--- config.mk ---
export PLATFORM = sky130hd
export DESIGN_NAME = cths_ctrl
export DESIGN_NICKNAME = d
export VERILOG_FILES = /design/src/rtl/cths_pkg.sv /design/src/rtl/cths_ctrl.sv
export SDC_FILE = /design/constraint.sdc
export NUM_CORES = 1
export LEC_CHECK = 0
export BUFFER_PORTS_ARGS = -buffer_cell sky130_fd_sc_hd__buf_4
export CAP_MARGIN = 20
export CORE_AREA = 2 2 39 41
export DETAILED_ROUTE_END_ITERATION = 6
export DIE_AREA = 0 0 41 43
export MAX_ROUTING_LAYER = met4
export PLACE_DENSITY_LB_ADDON = 0.2
export SKIP_LAST_GASP = 1
export SYNTH_ARGS = -nofsm -noshare
export SYNTH_HDL_FRONTEND = slang
export SYNTH_SLANG_ARGS = --single-unit
--- constraint.sdc ---
create_clock -name clk -period 2.5 [get_ports clk]
set_clock_uncertainty 0.15 [all_clocks]
set_input_delay 0.25 -clock clk [delete_from_list [all_inputs] [get_ports clk]]
set_output_delay 0.25 -clock clk [all_outputs]
set_load 0.005 [all_outputs]
--- src/rtl/cths_pkg.sv ---
`timescale 1ns / 1ps

package cths_pkg;

    // Batch store size and coarse time scaling.
    localparam int BATCH_DEPTH  = 64;
    localparam int COARSE_SHIFT = 2;

    localparam int TIME_W    = 48;
    localparam int PAYLOAD_W = 64;
    localparam int IDX_W     = $clog2(BATCH_DEPTH);
    localparam int CNT_W     = $clog2(BATCH_DEPTH + 1);

    localparam logic [CNT_W-1:0] FULL_COUNT = CNT_W'(BATCH_DEPTH);

    // One incoming hit beat.
    typedef struct packed {
        logic [TIME_W-1:0]    hit_time;
        logic [PAYLOAD_W-1:0] hit_payload;
        logic                 batch_end;
    } hit_in_t;

    // One sorted hit beat.
    typedef struct packed {
        logic [TIME_W-1:0]    sorted_time;
        logic [PAYLOAD_W-1:0] sorted_payload;
        logic                 last_out;
    } hit_out_t;

    // Commands from the controller to the datapath.
    typedef struct packed {
        logic load_hit;
        logic start_scan;
        logic shift;
        logic place;
        logic emit_start;
        logic out_load;
        logic out_next;
        logic clear_fill;
    } dp_cmd_t;

    // Status from the datapath to the controller.
    typedef struct packed {
        logic fill_zero;
        logic key_greater;
        logic pos_one;
        logic close_batch;
        logic out_fire;
        logic is_last;
    } dp_stat_t;

endpackage

--- src/rtl/cths_ctrl.sv ---
`timescale 1ns / 1ps

module cths_ctrl (
    input  logic               clk,
    input  logic               rst_n,
    input  logic               hit_valid,
    output logic               hit_ready,
    input  cths_pkg::dp_stat_t stat,
    output cths_pkg::dp_cmd_t  cmd
);
    import cths_pkg::*;

    typedef enum logic [5:0] {
        S_IDLE  = 6'b000001,
        S_SCAN  = 6'b000010,
        S_PLACE = 6'b000100,
        S_ERD   = 6'b001000,
        S_ELOAD = 6'b010000,
        S_EWAIT = 6'b100000
    } state_t;

    state_t state_reg, state_next;

    assign hit_ready = state_reg == S_IDLE;

    // Sequencer for insertion and emission.
    always_comb
    begin
        state_next = state_reg;
        cmd        = '0;
        unique case (state_reg)
            S_IDLE:
            begin
                if (hit_valid)
                begin
                    cmd.load_hit = 1'b1;
                    if (stat.fill_zero)
                    begin
                        state_next = S_PLACE;
                    end
                    else
                    begin
                        cmd.start_scan = 1'b1;
                        state_next     = S_SCAN;
                    end
                end
            end
            S_SCAN:
            begin
                // Move entries with a larger coarse time up by one slot.
                if (stat.key_greater)
                begin
                    cmd.shift = 1'b1;
                    if (stat.pos_one)
                    begin
                        state_next = S_PLACE;
                    end
                end
                else
                begin
                    state_next = S_PLACE;
                end
            end
            S_PLACE:
            begin
                cmd.place  = 1'b1;
                state_next = stat.close_batch ? S_ERD : S_IDLE;
            end
            S_ERD:
            begin
                cmd.emit_start = 1'b1;
                state_next     = S_ELOAD;
            end
            S_ELOAD:
            begin
                cmd.out_load = 1'b1;
                state_next   = S_EWAIT;
            end
            S_EWAIT:
            begin
                if (stat.out_fire)
                begin
                    if (stat.is_last)
                    begin
                        cmd.clear_fill = 1'b1;
                        state_next     = S_IDLE;
                    end
                    else
                    begin
                        cmd.out_next = 1'b1;
                        state_next   = S_ELOAD;
                    end
                end
            end
            default:
            begin
                state_next = S_IDLE;
            end
        endcase
    end

    always_ff @(posedge clk or negedge rst_n)
    begin
        if (!rst_n)
        begin
            state_reg <= S_IDLE;
        end
        else
        begin
            state_reg <= state_next;
        end
    end

endmodule

==> impl_metrics.json <==
{
  "status": "finished, final reports clean",
  "fmax_mhz": 482,
  "synth_cells": 46,
  "drt_wl_total_mm": 1.00,
  "clk_latency_ns": 0.25,
  "numCtsBuffers": 3,
  "dr.pass1.iters": 3,
  "io_pins": 18,
  "clockBufferDepth": 2,
  "path_clk_slew_ns": 0.05,
  "synth.avg_cell_area_sq_um": 9.22,
  "largest_reg_flops": 6,
  "finalMaxSlewViolations": 0,
  "hold_viol": 0,
  "setup_viol": 0,
  "die_w_um": 41,
  "cell_internal_pwr_mw": 0.326,
  "vias": 432,
  "first_global_vias": 421,
  "die_y_um": 43,
  "area_growth_pct": 43.4,
  "worstHoldPathType": "in2reg",
  "period_needed_ns": 2.07,
  "worstMarginPinSlew_ns": 0.358,
  "overflow": 0,
  "fin_tns_setup_ns": 0,
  "worstPathRequired_ns": 2.10,
  "grt_max_degree": 7,
  "cpMaxStageDelayCell": "dfrtp_1",
  "ir_drop_mv": 0.487,
  "num_rows": 14,
  "arrival_ns": 1.67,
  "place_inst": 79,
  "track_usage_pct": 15.8,
  "synth-simple-area-share_pct": 41.3,
  "drcViolationCount": 0,
  "synth_compound_area_share_pct": 17.4,
  "coreArea_sq_um": 1380,
  "finalCritPeriodShare_pct": 82.9,
  "power_density_nw_per_um2": 864,
  "grt_pass1_wl_mm": 1.71,
  "synth_seq_cells": 6,
  "cap_violations": 0,
  "synth_top_family_by_area": "simple AND/OR/NAND/NOR gates",
  "ys_warn_count": 0,
  "syn-num-nets": 55,
  "power.share.sequential_pct": 31.9,
  "grt_setup_unrepaired": "false",
  "root_buffer": "clkbuf_4",
  "switching_share_pct": 37.9,
  "gp_congestion": 0.833,
  "initial_utilization_pct": 30.7,
  "dr.first_iter.drc_count": 3,
  "cts.sinks": 6,
  "cts_max_level": 1,
  "hpwl_um": 832,
  "slew_headroom_pct": 76.1,
  "power.leakage_nw": 0.297,
  "crit_type": "reg2out",
  "p_comb_share_pct": 49.7,
  "post_drt_wl_per_cell_um": 11.9,
  "cp_max_fo": 5,
  "cts_setup_buffers": 0,
  "fin_util_pct": 43.9,
  "antenna_found_initial": 0,
  "port_buffers": 17,
  "slowest_delay_ns": 0.43,
  "netSwitchingPower_mw": 0.199,
  "antennaDiodeCount": 0,
  "viasPerCell": 5.14,
  "final_cells": 84,
  "synth_area_sq_um": 424,
  "dieArea_sq_um": 1760,
  "worst_setup_path_start_kind": "flip-flop",
  "synth-adder-area-share_pct": 0,
  "muxShareOfSynthArea_pct": 0,
  "synth-xor-area-share_pct": 2.06,
  "yosys.cell_types.count": 25,
  "crit_chain": "nor4_2 -> nand3b_1 -> clkinv_1 -> nand2_1 -> nor2_1 -> buf_4",
  "cts_tree": "built",
  "clkPwrFrac_pct": 18.4,
  "finalPower_mw": 0.525,
  "drive_above_1_share_pct": 41.2,
  "final_antenna_net_count": 0,
  "final_nets": 78,
  "crit_path_end_kind": "output port",
  "ys_seq_area_share_pct": 35.7
}
## timing repair
item	4_1_cts	5_1_grt
gates resized for setup	0	0
hold buffers	1	0
hold endpoints to repair	6	0
## final timing paths
check | to | startpoint | depth (start not counted) | slack [ns]
max | cmd[6] | state_reg[4] | 6 | 0.43
max in group asynchronous | state_reg[0] | rst_n | 2 | 1.80
max reg2reg | state_reg[0] | state_reg[4] | 4 | 0.74
min | state_reg[1] | stat[3] | 2 | 0.05
min reg2reg | state_reg[0] | state_reg[0] | 2 | 0.52
min in group asynchronous | state_reg[3] | rst_n | 2 | 0.19
## metrics by stage
step                worst slack (ns)  hold slack [ns]  area [sq um]
CTS                            0.411           0.0399           608
global route                   0.273           0.0475           608
finish                         0.427           0.0482           608
global placement               0.736          -0.0920           572
floorplan                      0.860           -0.196           424
detailed placement             0.697          -0.0919           572
## worst max-delay path, delay by kind of cell, from the launching register on
kind / cells / cell delay [ns]
and+or+nand+nor: 4 / 0.78
DFF: 1 / 0.43
buffers and inverters: 2 / 0.22
## cell type report
cell class / instances / area (sq um)
inverter: 4 / 15.0
fill: 146 / 776
sequential: 6 / 151
multi-input combinational: 36 / 258
clock buffer: 4 / 26.3
tap: 16 / 20.0
timing repair buffer: 18 / 138
## cell usage after synthesis
| cell | number | area (sq um) |
|---|---|---|
| nor2_1 | 6 | 22.5 |
| dfrtp_1 | 5 | 125 |
| nand2_1 | 4 | 15.0 |
| inv_1 | 3 | 11.3 |
| and2_1 | 2 | 12.5 |
| and3_1 | 2 | 12.5 |
| nand3_1 | 2 | 10.0 |
| nor2b_1 | 2 | 12.5 |
| nor3b_2 | 2 | 25.0 |
| o21bai_1 | 2 | 15.0 |
| o22ai_1 | 2 | 12.5 |
| a211oi_1 | 1 | 7.51 |
| a221oi_1 | 1 | 8.76 |
| a22oi_1 | 1 | 7.51 |
| clkinv_1 | 1 | 3.75 |
| dfstp_2 | 1 | 26.3 |
| nand3b_1 | 1 | 7.51 |
| nor3b_4 | 1 | 18.8 |
| nor4_2 | 1 | 12.5 |
| nor4b_1 | 1 | 8.76 |
| o211ai_1 | 1 | 7.51 |
| o221ai_2 | 1 | 15.0 |
| or2_2 | 1 | 6.26 |
| or4_4 | 1 | 11.3 |
| xor2_1 | 1 | 8.76 |
## per-layer routing
metal | up-vias | routed length (um) | track usage [%]
li1 | 213 | - | -
met1 | 199 | 422 | 16.5
met2 | 18 | 480 | 23.4
met3 | 2 | 85 | 9.42
met4 | 0 | 13 | 6.00
met5 | - | 0 | -
## cell families (layout without fill, tap and decap cells)
kind of cell	Yosys count	after routing
XOR/XNOR	1	1
buffers and inverters	4	26
AND/OR/NAND/NOR	26	26
flip-flops	6	6
AO/OA/AOI/OAI	9	9
## power by group through the flow
stage / logic, mW / registers [mW] / clock network [mW]
floorplan: 0.180 / 0.158 / 0
global placement: 0.264 / 0.169 / 0
detailed placement: 0.263 / 0.169 / 0
CTS: 0.266 / 0.167 / 0.101
global route: 0.294 / 0.173 / 0.110
finish: 0.261 / 0.167 / 0.0967
## placed cells by master (no fill, tap or decap), types with 2 or more instances in the layout
master,synthesis,layout
buf_4,0,17
nor2_1,6,6
dfrtp_1,5,5
nand2_1,4,4
inv_1,3,3
clkbuf_4,0,3
and2_1,2,2
nor3b_2,2,2
nor2b_1,2,2
and3_1,2,2
nand3_1,2,2
o22ai_1,2,2
o21bai_1,2,2
Note: power is estimated with default switching activity, not from simulation.
